[src/hdl/ncb_pkg.sv]
// Shared types and constants for the neighbor contrast beta block.
package ncb_pkg;

  localparam int unsigned MaxWidth  = 2048;
  localparam int unsigned MaxHeight = 2048;
  localparam int unsigned ColW      = $clog2(MaxWidth);
  localparam int unsigned RowW      = $clog2(MaxHeight);
  localparam int unsigned GeoW      = 12;
  localparam int unsigned CfgIdxW   = 2;
  localparam int unsigned ChanW     = 8;
  localparam int unsigned PixW      = 3 * ChanW;
  localparam int unsigned DistW     = 2 * ChanW + 2;
  localparam int unsigned SumW      = 56;
  localparam int unsigned CntW      = 40;
  localparam int unsigned BetaW     = 48;
  localparam int unsigned FracShift = 31;
  localparam int unsigned DivSteps  = CntW + FracShift;
  localparam int unsigned SatSteps  = DivSteps - BetaW;
  localparam int unsigned StepW     = $clog2(DivSteps);

  typedef enum logic [CfgIdxW-1:0] {
    REG_WIDTH  = 2'd0,
    REG_HEIGHT = 2'd1,
    REG_SKIP   = 2'd2
  } cfg_reg_e;

  typedef enum logic [2:0] {
    S_IDLE,
    S_PAIR,
    S_FIN,
    S_START,
    S_DIV,
    S_OUT
  } state_e;

  typedef enum logic [1:0] {
    PAIR_LEFT,
    PAIR_UPLEFT,
    PAIR_UP,
    PAIR_UPRIGHT
  } pair_e;

  typedef struct packed {
    logic [ChanW-1:0] red;
    logic [ChanW-1:0] green;
    logic [ChanW-1:0] blue;
    logic             final_pixel;
  } pix_in_t;

  typedef struct packed {
    logic [BetaW-1:0] beta_value;
    logic [CntW-1:0]  pair_total;
    logic [SumW-1:0]  squared_sum;
    logic             beta_saturated;
  } beta_out_t;

  typedef struct packed {
    logic [BetaW-1:0] quot;
    logic             sat;
    logic             done;
  } div_status_t;

endpackage

[src/hdl/ncb_divider.sv]
// Restoring divider: floor(count * 2^31 / sum), one quotient bit per cycle.
module ncb_divider (
  input  logic                        clk_i,
  input  logic                        rst_ni,
  input  logic                        start_i,
  input  logic [ncb_pkg::CntW-1:0]    count_i,
  input  logic [ncb_pkg::SumW-1:0]    sum_i,
  output ncb_pkg::div_status_t        status_o
);

  logic                         busy_q, busy_d;
  logic                         done_q, done_d;
  logic [ncb_pkg::StepW-1:0]    step_q, step_d;
  logic [ncb_pkg::CntW-1:0]     num_q, num_d;
  logic [ncb_pkg::SumW-1:0]     den_q, den_d;
  logic [ncb_pkg::SumW-1:0]     rem_q, rem_d;
  logic [ncb_pkg::BetaW-1:0]    quo_q, quo_d;
  logic                         sat_q, sat_d;
  logic [ncb_pkg::SumW:0]       shifted;
  logic [ncb_pkg::SumW+1:0]     trial;
  logic                         qbit;

  // shift the next dividend bit in, subtract when it fits
  always_comb begin
    shifted = {rem_q, num_q[ncb_pkg::CntW-1]};
    trial   = {1'b0, shifted} - {2'b00, den_q};
    qbit    = ~trial[ncb_pkg::SumW+1];
  end

  always_comb begin
    busy_d = busy_q;
    done_d = 1'b0;
    step_d = step_q;
    num_d  = num_q;
    den_d  = den_q;
    rem_d  = rem_q;
    quo_d  = quo_q;
    sat_d  = sat_q;
    if (start_i) begin
      busy_d = 1'b1;
      step_d = '0;
      num_d  = count_i;
      den_d  = sum_i;
      rem_d  = '0;
      quo_d  = '0;
      sat_d  = 1'b0;
    end else if (busy_q) begin
      num_d = {num_q[ncb_pkg::CntW-2:0], 1'b0};
      rem_d = qbit ? trial[ncb_pkg::SumW-1:0] : shifted[ncb_pkg::SumW-1:0];
      quo_d = {quo_q[ncb_pkg::BetaW-2:0], qbit};
      // quotient bits above the Q17.31 range mean saturation
      if (qbit && (step_q < ncb_pkg::StepW'(ncb_pkg::SatSteps))) begin
        sat_d = 1'b1;
      end
      step_d = step_q + 1'b1;
      if (step_q == ncb_pkg::StepW'(ncb_pkg::DivSteps - 1)) begin
        busy_d = 1'b0;
        done_d = 1'b1;
      end
    end
  end

  always_ff @(posedge clk_i or negedge rst_ni) begin
    if (!rst_ni) begin
      busy_q <= 1'b0;
      done_q <= 1'b0;
      step_q <= '0;
    end else begin
      busy_q <= busy_d;
      done_q <= done_d;
      step_q <= step_d;
    end
  end

  always_ff @(posedge clk_i) begin
    num_q <= num_d;
    den_q <= den_d;
    rem_q <= rem_d;
    quo_q <= quo_d;
    sat_q <= sat_d;
  end

  assign status_o.quot = quo_q;
  assign status_o.sat  = sat_q;
  assign status_o.done = done_q;

endmodule

[config.mk]
export PLATFORM = sky130hd
export DESIGN_NAME = ncb_divider
export DESIGN_NICKNAME = d
export VERILOG_FILES = /design/src/hdl/ncb_pkg.sv /design/src/hdl/ncb_divider.sv
export SDC_FILE = /design/constraint.sdc
export NUM_CORES = 1
export LEC_CHECK = 0
export ABC_AREA = 1
export CAP_MARGIN = 30
export CORE_MARGIN = 4
export CORE_UTILIZATION = 25
export CTS_BUF_LIST = sky130_fd_sc_hd__clkbuf_16
export CTS_CLUSTER_SIZE = 10
export DETAILED_ROUTE_END_ITERATION = 16
export DONT_BUFFER_PORTS = 1
export PLACE_DENSITY = 0.45
export SYNTH_ARGS = -nofsm -noshare
export SYNTH_HDL_FRONTEND = slang
export SYNTH_SLANG_ARGS = --single-unit
[constraint.sdc]
create_clock -name clk_i -period 2.59 [get_ports clk_i]
set_input_delay 0.259 -clock clk_i [delete_from_list [all_inputs] [get_ports clk_i]]
set_output_delay 0.259 -clock clk_i [all_outputs]
set_load 0.02 [all_outputs]
==> results by group, run 1 <==
Power and ir drop
  • Gate power share: 0.096
  • P_sw: 2009 uW
  • Clock share of power: 0.442
  • Leakage: 0.008135 uW
  • Switch share: 0.2534
  • PwrDens: 491.7 nW/um2
  • Pint: 5919 uW
  • Pwr Total: 7929 uW
  • Sequential Power Share: 0.462
  • Maximum VDD drop: 437.7 uV

Detailed routing
  • WL/cell: 15.50 um
  • Drt first-iter violations: 815
  • Via/cell ratio: 4.293
  • M1 WL: 20280 um
  • Drt total wl: 43900 um
  • Met3 wire len: 2593 um
  • DR WL met2: 19700 um
  • Number of remaining DRC errors: 0
  • Detail Route Antenna Nets: 0
  • Vias: 12160
  • Drt pass-1 iters: 5
  • Uppermost routed layer: met5

Finish
  • Commonest non-fill, non-tap cell in the layout: nand2_1
  • Multi-input logic area: 6245 um2
  • Commonest non-fill, non-tap cells in the layout: 790 x nand2_1, 447 x inv_1, 142 x nand3_1
  • Fin cells: 2833
  • Filler cells: 5802
  • P&R area growth vs syn: 21.85%
  • Register area: 5210 um2
  • Layout cells sized above 1: 0.05096
  • Final net count: 2276

Placement
  • Routability cong.: 0.9500
  • Placed instance count: 2677
  • Post-DP HPWL: 33440 um
  • DP Worst Slack: 0.06429 ns
  • Count of input and output buffers: 0

Setup path
  • CP startpoint kind: register
  • Slowest CP cell: ha_1
  • Worst r2r src: den_q[43]
  • Setup CP Type: register to register
  • CP max stage delay: 0.39 ns
  • Worst reg2reg setup slack: 0.15 ns
  • CP cell instances: inv_1, ha_1, nand2_2, nor2_4, nand2_2, nor3_4, and2_1, nand2_4, nand2_8, buf_12, nand3_1, nand2_1, nand2_1
  • CP Max Fanout: 15
  • Worst path arrival time: 2.90 ns
  • Crit. End Element: register
  • Crit Reg-Reg Endpoint: rem_q[44]
  • Crit path to: rem_q[44]
  • R2R cell count: 13
  • Worst Path Required: 3.05 ns
  • Critical Path Start: den_q[43]

Yosys
  • Synth Instances: 2004
  • Synth Area per Inst: 6.603 um2
  • Post-Syn Area: 13230 um2
  • Syn Nets: 2162
  • Library cells used by synthesis: 39
  • Synth Register Bits: 210
  • Seq/Total Area, Yosys: 0.3937
  • Synth warn: 0

Timing
  • FMAX: 0.4096 GHz
  • Rel. slew slack: 0.5527
  • Fin Clk Skew: 0.01513 ns
  • Fin Hold WS: 0.08062 ns
  • Final setup fails: 0
  • Worst-Margin Slew: 0.6710 ns
  • Final Hold Fails: 0
  • Period Utilization, post-route: 0.9425
  • Minimum clock period: 2.441 ns
  • Setup TNS: 0 ns
  • Worst Setup Slack, final: 0.1488 ns
  • RSZ-0062 raised after global routing: yes
  • Final Max Slew Viols: 0

Clock network
  • Clock Latency Late Sink: 0.56 ns
  • CTS root buffer: clkbuf_16
  • TritonCTS Sinks: 210
  • CTS clk-pin slew, worst paths: 0.06 ns
  • H-tree levels: 1
  • CTS tree: done
  • Num CTS Buffers: 28
  • Post-CTS setup buffer count: 0
  • Clock Tree Buf Depth: 3

Floorplanning
  • Die X: 238.1 um
  • Core Box Area: 52450 um2
  • Full die area: 56670 um2
  • # rows: 84
  • Io pins: 149
  • Die Ht: 238.1 um
  • Starting density of the core: 0.2523

Global routing
  • First-pass GRT wire length: 68500 um
  • Largest net degree at the start of global routing: 96
  • Gr ovfl total: 0
  • Initial antenna violation count: 6
  • Vias in the first global route: 12200
  • GRT Util Overall: 0.1520

Run status
  • Status: completed

Run
  • Maxcap violations: 0

Hold path
  • Hold Crit Class: input pin to asynchronous set/reset pin
-- state kept, by name (all words and copies together), names as in the netlist --
name,flops
den_q,56
sat_q,1
num_q,40
quo_q,48
busy_q,1
done_q,1
rem_q,56
step_q,7
-- critical path, delay by kind of cell (launching register included) --
kind          cells  cell delay, ns
fa+ha+maj         1            0.39
buf+inv           2            0.21
flops             1            0.32
simple gates     10            1.40
-- layer usage --
metal | global-route usage | vias to the layer above
li1 | - | 6368
met2 | 0.2497 | 241
met4 | 0.04485 | 2
met3 | 0.03329 | 73
met1 | 0.2013 | 5477
met5 | 0.002525 | -
-- per-stage QoR --
step           instance area [um2]  utilization
3_5_place_dp                 14180       0.2704
2_1_floorplan                13230            -
6_report                     16120       0.3074
5_1_grt                      16120       0.3073
3_3_place_gp                 14180       0.2704
4_1_cts                      16010       0.3053
-- final cells by class --
type	instances	share of cell area
antenna	6	0.0009312
timing repair buffer	131	0.08156
sequential	210	0.3231
clock inverter	22	0.005897
multi-input combinational	1306	0.3873
tap	688	0.05339
clock buffer	29	0.04501
inverter	441	0.1028
-- how the worst min path moves through the flow --
stage / startpoint / end / slack [ns] / cells after the start
3_3_place_gp: rst_ni / done_q / -0.04 / 0
5_1_grt: rst_ni / step_q[4] / 0.1 / 1
2_1_floorplan: rst_ni / busy_q / -0.04 / 0
3_5_place_dp: rst_ni / done_q / -0.04 / 0
4_1_cts: rst_ni / step_q[3] / 0.06 / 1
6_report: rst_ni / step_q[3] / 0.08 / 1
-- repair_timing --
item / 4_1_cts / 5_1_grt
endpoints found under the hold margin: 161 / 0
setup endpoints to repair: 0 / 56
resized for setup: 0 / 28
hold buffers: 99 / 0
-- cells in the mapped netlist, drive strengths merged --
| cell | number | area (um2) |
|---|---|---|
| buf | 18 | 120.1 |
| nand3 | 145 | 725.7 |
| nand2 | 801 | 3045 |
| and2 | 7 | 43.79 |
| nor4 | 1 | 6.260 |
| o21bai | 3 | 22.52 |
| and3 | 2 | 12.51 |
| a31oi | 1 | 6.260 |
| ha | 58 | 725.7 |
| nand3b | 8 | 60.06 |
| xnor2 | 22 | 192.7 |
| or2 | 1 | 6.260 |
| nor3 | 12 | 71.32 |
| nand4 | 20 | 125.1 |
| fa | 1 | 20.02 |
| o211ai | 1 | 7.510 |
| inv | 441 | 1655 |
| clkbuf | 29 | 108.9 |
| o22ai | 47 | 294.0 |
| a21oi | 27 | 146.4 |
| o21ai | 39 | 195.2 |
| edfxtp | 96 | 2883 |
| a21boi | 1 | 7.510 |
| xor2 | 1 | 8.760 |
| nor2 | 108 | 415.4 |
| dfrtp | 9 | 225.2 |
| dfxtp | 105 | 2102 |
-- power groups by stage --
stage          clock, uW  sequential (uW)  combinational [uW]
4_1_cts             3680             3660                 757
3_3_place_gp           0             3730                 584
3_5_place_dp           0             3730                 584
6_report            3510             3660                 761
2_1_floorplan          0             3710                 434
5_1_grt             3830             3670                 864
-- cells by family after synthesis --
group	after synthesis	share of synthesized area
XOR/XNOR	23	0.01522
AO/OA/AOI/OAI	119	0.05134
adder cells (fa/ha/maj)	59	0.05635
buffers and inverters	488	0.1424
AND/OR/NAND/NOR	1105	0.3410
flip-flops	210	0.3937
No activity file was read; power rests on OpenSTA's default activity.
==> run 2, diff against run 1 <==
--- a/config.mk
+++ b/config.mk
@@ -7,7 +7,7 @@
 export LEC_CHECK = 0
 export ABC_AREA = 1
 export CAP_MARGIN = 30
-export CORE_MARGIN = 4
+export CORE_MARGIN = 10
 export CORE_UTILIZATION = 25
 export CTS_BUF_LIST = sky130_fd_sc_hd__clkbuf_16
 export CTS_CLUSTER_SIZE = 10
==> run 2 against run 1 <==
Compared with the run above: register-to-register slack got worse by 0.02 ns; sequential share of layout area is essentially flat; via count increased by 0.63%; sequential power about the same; largest power group is now the clock network; first-iteration DRC count decreased by 5.9%; highest routed layer is now met4; clock power rose by 11%.
==> results by group, run 2 (synthesized netlist as in run 1, its figures left out) <==
Power and ir drop
  • Maximum VDD drop: 440.0 uV (was 437.7 uV)
  • Leakage: 0.008166 uW (was 0.008135 uW)
  • PwrDens: 513.8 nW/um2 (was 491.7 nW/um2)

Floorplanning
  • # rows: 84 (unchanged)
  • Die X: 250.1 um (was 238.1 um)
  • Full die area: 62530 um2 (was 56670 um2)
  • Core Box Area: 52450 um2 (unchanged)
  • Io pins: 149 (unchanged)
  • Starting density of the core: 0.2523 (unchanged)
  • Die Ht: 250.1 um (was 238.1 um)

Clock network
  • TritonCTS Sinks: 210 (unchanged)
  • CTS clk-pin slew, worst paths: 0.06 ns (about the same)
  • Num CTS Buffers: 29 (was 28)
  • Clock Latency Late Sink: 0.58 ns (was 0.56 ns)
  • Post-CTS setup buffer count: 0 (unchanged)
  • H-tree levels: 1 (unchanged)
  • CTS tree: done (unchanged)
  • Clock Tree Buf Depth: 3 (unchanged)
  • CTS root buffer: clkbuf_16 (unchanged)

Global routing
  • First-pass GRT wire length: 70010 um (was 68500 um)
  • GRT Util Overall: 0.1400 (was 0.1520)
  • Vias in the first global route: 12290 (was 12200)
  • Gr ovfl total: 0 (unchanged)
  • Initial antenna violation count: 3 (was 6)
  • Largest net degree at the start of global routing: 97 (was 96)

Setup path
  • Setup CP Type: register to register (unchanged)
  • CP Max Fanout: 4 (was 15)
  • Top delay family on crit path: simple AND/OR/NAND/NOR gates (unchanged)
  • CP max stage delay: 0.37 ns (was 0.39 ns)
  • CP dominant cell by count: nand2_1
  • Worst path arrival time: 2.93 ns (was 2.90 ns)
  • Crit. End Element: register (unchanged)
  • Critical Path Start: den_q[14] (was den_q[43])
  • Worst r2r src: den_q[14] (was den_q[43])
  • Worst Path Required: 3.06 ns (was 3.05 ns)
  • CP Buf/Inv Count: 3 (was 2)
  • CP startpoint kind: register (unchanged)
  • CP cell instances: inv_1, ha_1, nand2_1, inv_1, nand2_1, nand2_1, nand2_1, nand2_1, inv_1, nand3_1, nand2_1, nand3_1, nand2_1, nand3_1, nand2_1, nand2_1 (was inv_1, ha_1, nand2_2, nor2_4, nand2_2, nor3_4, and2_1, nand2_4, nand2_8, buf_12, nand3_1, nand2_1, nand2_1)
  • Worst reg2reg setup slack: 0.12 ns (was 0.15 ns)
  • Slowest CP cell: nand3_1 (was ha_1)

Run status
  • Status: completed (unchanged)

Finish
  • Biggest regs: den_q: 56 flops, rem_q: 56 flops, quo_q: 48 flops (unchanged)
  • Commonest non-fill, non-tap cells in the layout: 794 x nand2_1, 447 x inv_1, 143 x nand3_1 (was 790 x nand2_1, 447 x inv_1, 142 x nand3_1)
  • Commonest non-fill, non-tap cell in the layout: nand2_1 (unchanged)
  • P&R area growth vs syn: 21.95% (was 21.85%)
  • Final net count: 2274 (was 2276)
  • Final instance area: 16140 um2 (was 16120 um2)
  • Layout cells sized above 1: 0.04724 (was 0.05096)

Timing
  • Period Utilization, post-route: 0.9520 (was 0.9425)
  • Rel. slew slack: 0.6121 (was 0.5527)
  • RSZ-0062 raised after global routing: yes (unchanged)
  • FMAX: 0.4055 GHz (was 0.4096 GHz)
  • Final Hold Fails: 0 (unchanged)
  • Worst-Margin Slew: 0.5818 ns (was 0.6710 ns)
  • Minimum clock period: 2.466 ns (was 2.441 ns)
  • Setup TNS: 0 ns (unchanged)
  • Final setup fails: 0 (unchanged)
  • Fin Clk Skew: 0.01498 ns (was 0.01513 ns)
  • Final Max Slew Viols: 0 (unchanged)

Detailed routing
  • Vias: 12240 (was 12160)
  • Via/cell ratio: 4.326 (was 4.293)
  • Drt first-iter violations: 767 (was 815)
  • Drt total wl: 44740 um (was 43900 um)
  • Number of remaining DRC errors: 0 (unchanged)
  • WL/cell: 15.81 um (was 15.50 um)
  • Detail Route Antenna Nets: 0 (unchanged)
  • Drt pass-1 iters: 5 (unchanged)

Hold path
  • Hold Crit Class: input pin to register (was input pin to asynchronous set/reset pin)
  • Hold_sp: count_i[39]

Placement
  • Post-DP HPWL: 34410 um (was 33440 um)
  • Count of input and output buffers: 0 (unchanged)
  • Area of placed instances: 14160 um2 (was 14180 um2)
  • Routability cong.: 0.9302 (was 0.9500)

Run
  • Maxcap violations: 0 (unchanged)
-- run 2: cell count changes in the layout (fill, tap and decap cells not counted), moves of 3 or more --
cell	change
clkbuf_16	+3
nand2_1	+4
nand2_2	-4
ha_2	-3
ha_1	+4
diode_2	-3
-- run 2: path summary, 6_finish.rpt --
check / end / cells past startpoint
min reg2reg: rem_q[38] / 2
min in group asynchronous: step_q[6] / 1
max in group asynchronous: step_q[3] / 1
max reg2reg: rem_q[52] / 16
max: rem_q[52] / 16
min: num_q[39] / 2
-- run 2: per-layer routing --
layer / vias to the layer above / GRT usage / share of wire
li1: 6365 / - / -
met2: 303 / 0.2279 / 0.45
met3: 65 / 0.03624 / 0.066
met5: - / 0 / 0
met1: 5505 / 0.1780 / 0.46
met4: 0 / 0.04320 / 0.029
-- run 2: worst register-to-register path, stage by stage, from the launching register on --
cell	delay, ns
edfxtp_1	0.34
inv_1	0.05
ha_1	0.35
nand2_1	0.18
inv_1	0.06
nand2_1	0.06
nand2_1	0.06
nand2_1	0.06
nand2_1	0.11
inv_1	0.09
nand3_1	0.37
nand2_1	0.28
nand3_1	0.09
nand2_1	0.07
nand3_1	0.08
nand2_1	0.07
nand2_1	0.04
-- run 2: metrics by stage --
stage                     setup slack (ns)    util  cells  hold slack (ns)  power [uW]
after floorplan                     0.1384       -   2004         -0.03659        4149
after global placement          -0.0005351  0.2700   2676         -0.03567        4318
after detailed placement           0.01769  0.2700   2676         -0.03570        4324
after CTS                         0.007576  0.3064   2826          0.02169        8463
after global routing              -0.01873  0.3076   2828          0.02979        8702
final                               0.1242  0.3077   2829          0.01571        8291
-- run 2: cell type report --
| cell class | count | area (um2) |
|---|---|---|
| antenna | 3 | 7.507 |
| clock buffer | 32 | 800.8 |
| clock inverter | 21 | 122.6 |
| fill | 5740 | 36310 |
| inverter | 441 | 1658 |
| multi-input combinational | 1306 | 6195 |
| sequential | 210 | 5210 |
| tap | 688 | 860.8 |
| timing repair buffer | 128 | 1282 |
-- run 2: timing repair --
item	4_1_cts	5_1_grt
hold endpoints to repair	161	0
resized for setup	0	16
hold buffers	97	0
endpoints found under the setup margin	0	54
-- run 2: power by group --
part	leakage (uW)	internal, uW	total, uW	switching (uW)
Sequential	0.00195	3620	3660	42.5
Clock	0.000491	2290	3880	1580
Combinational	0.00572	297	754	457
Total	0.00817	6210	8290	2080
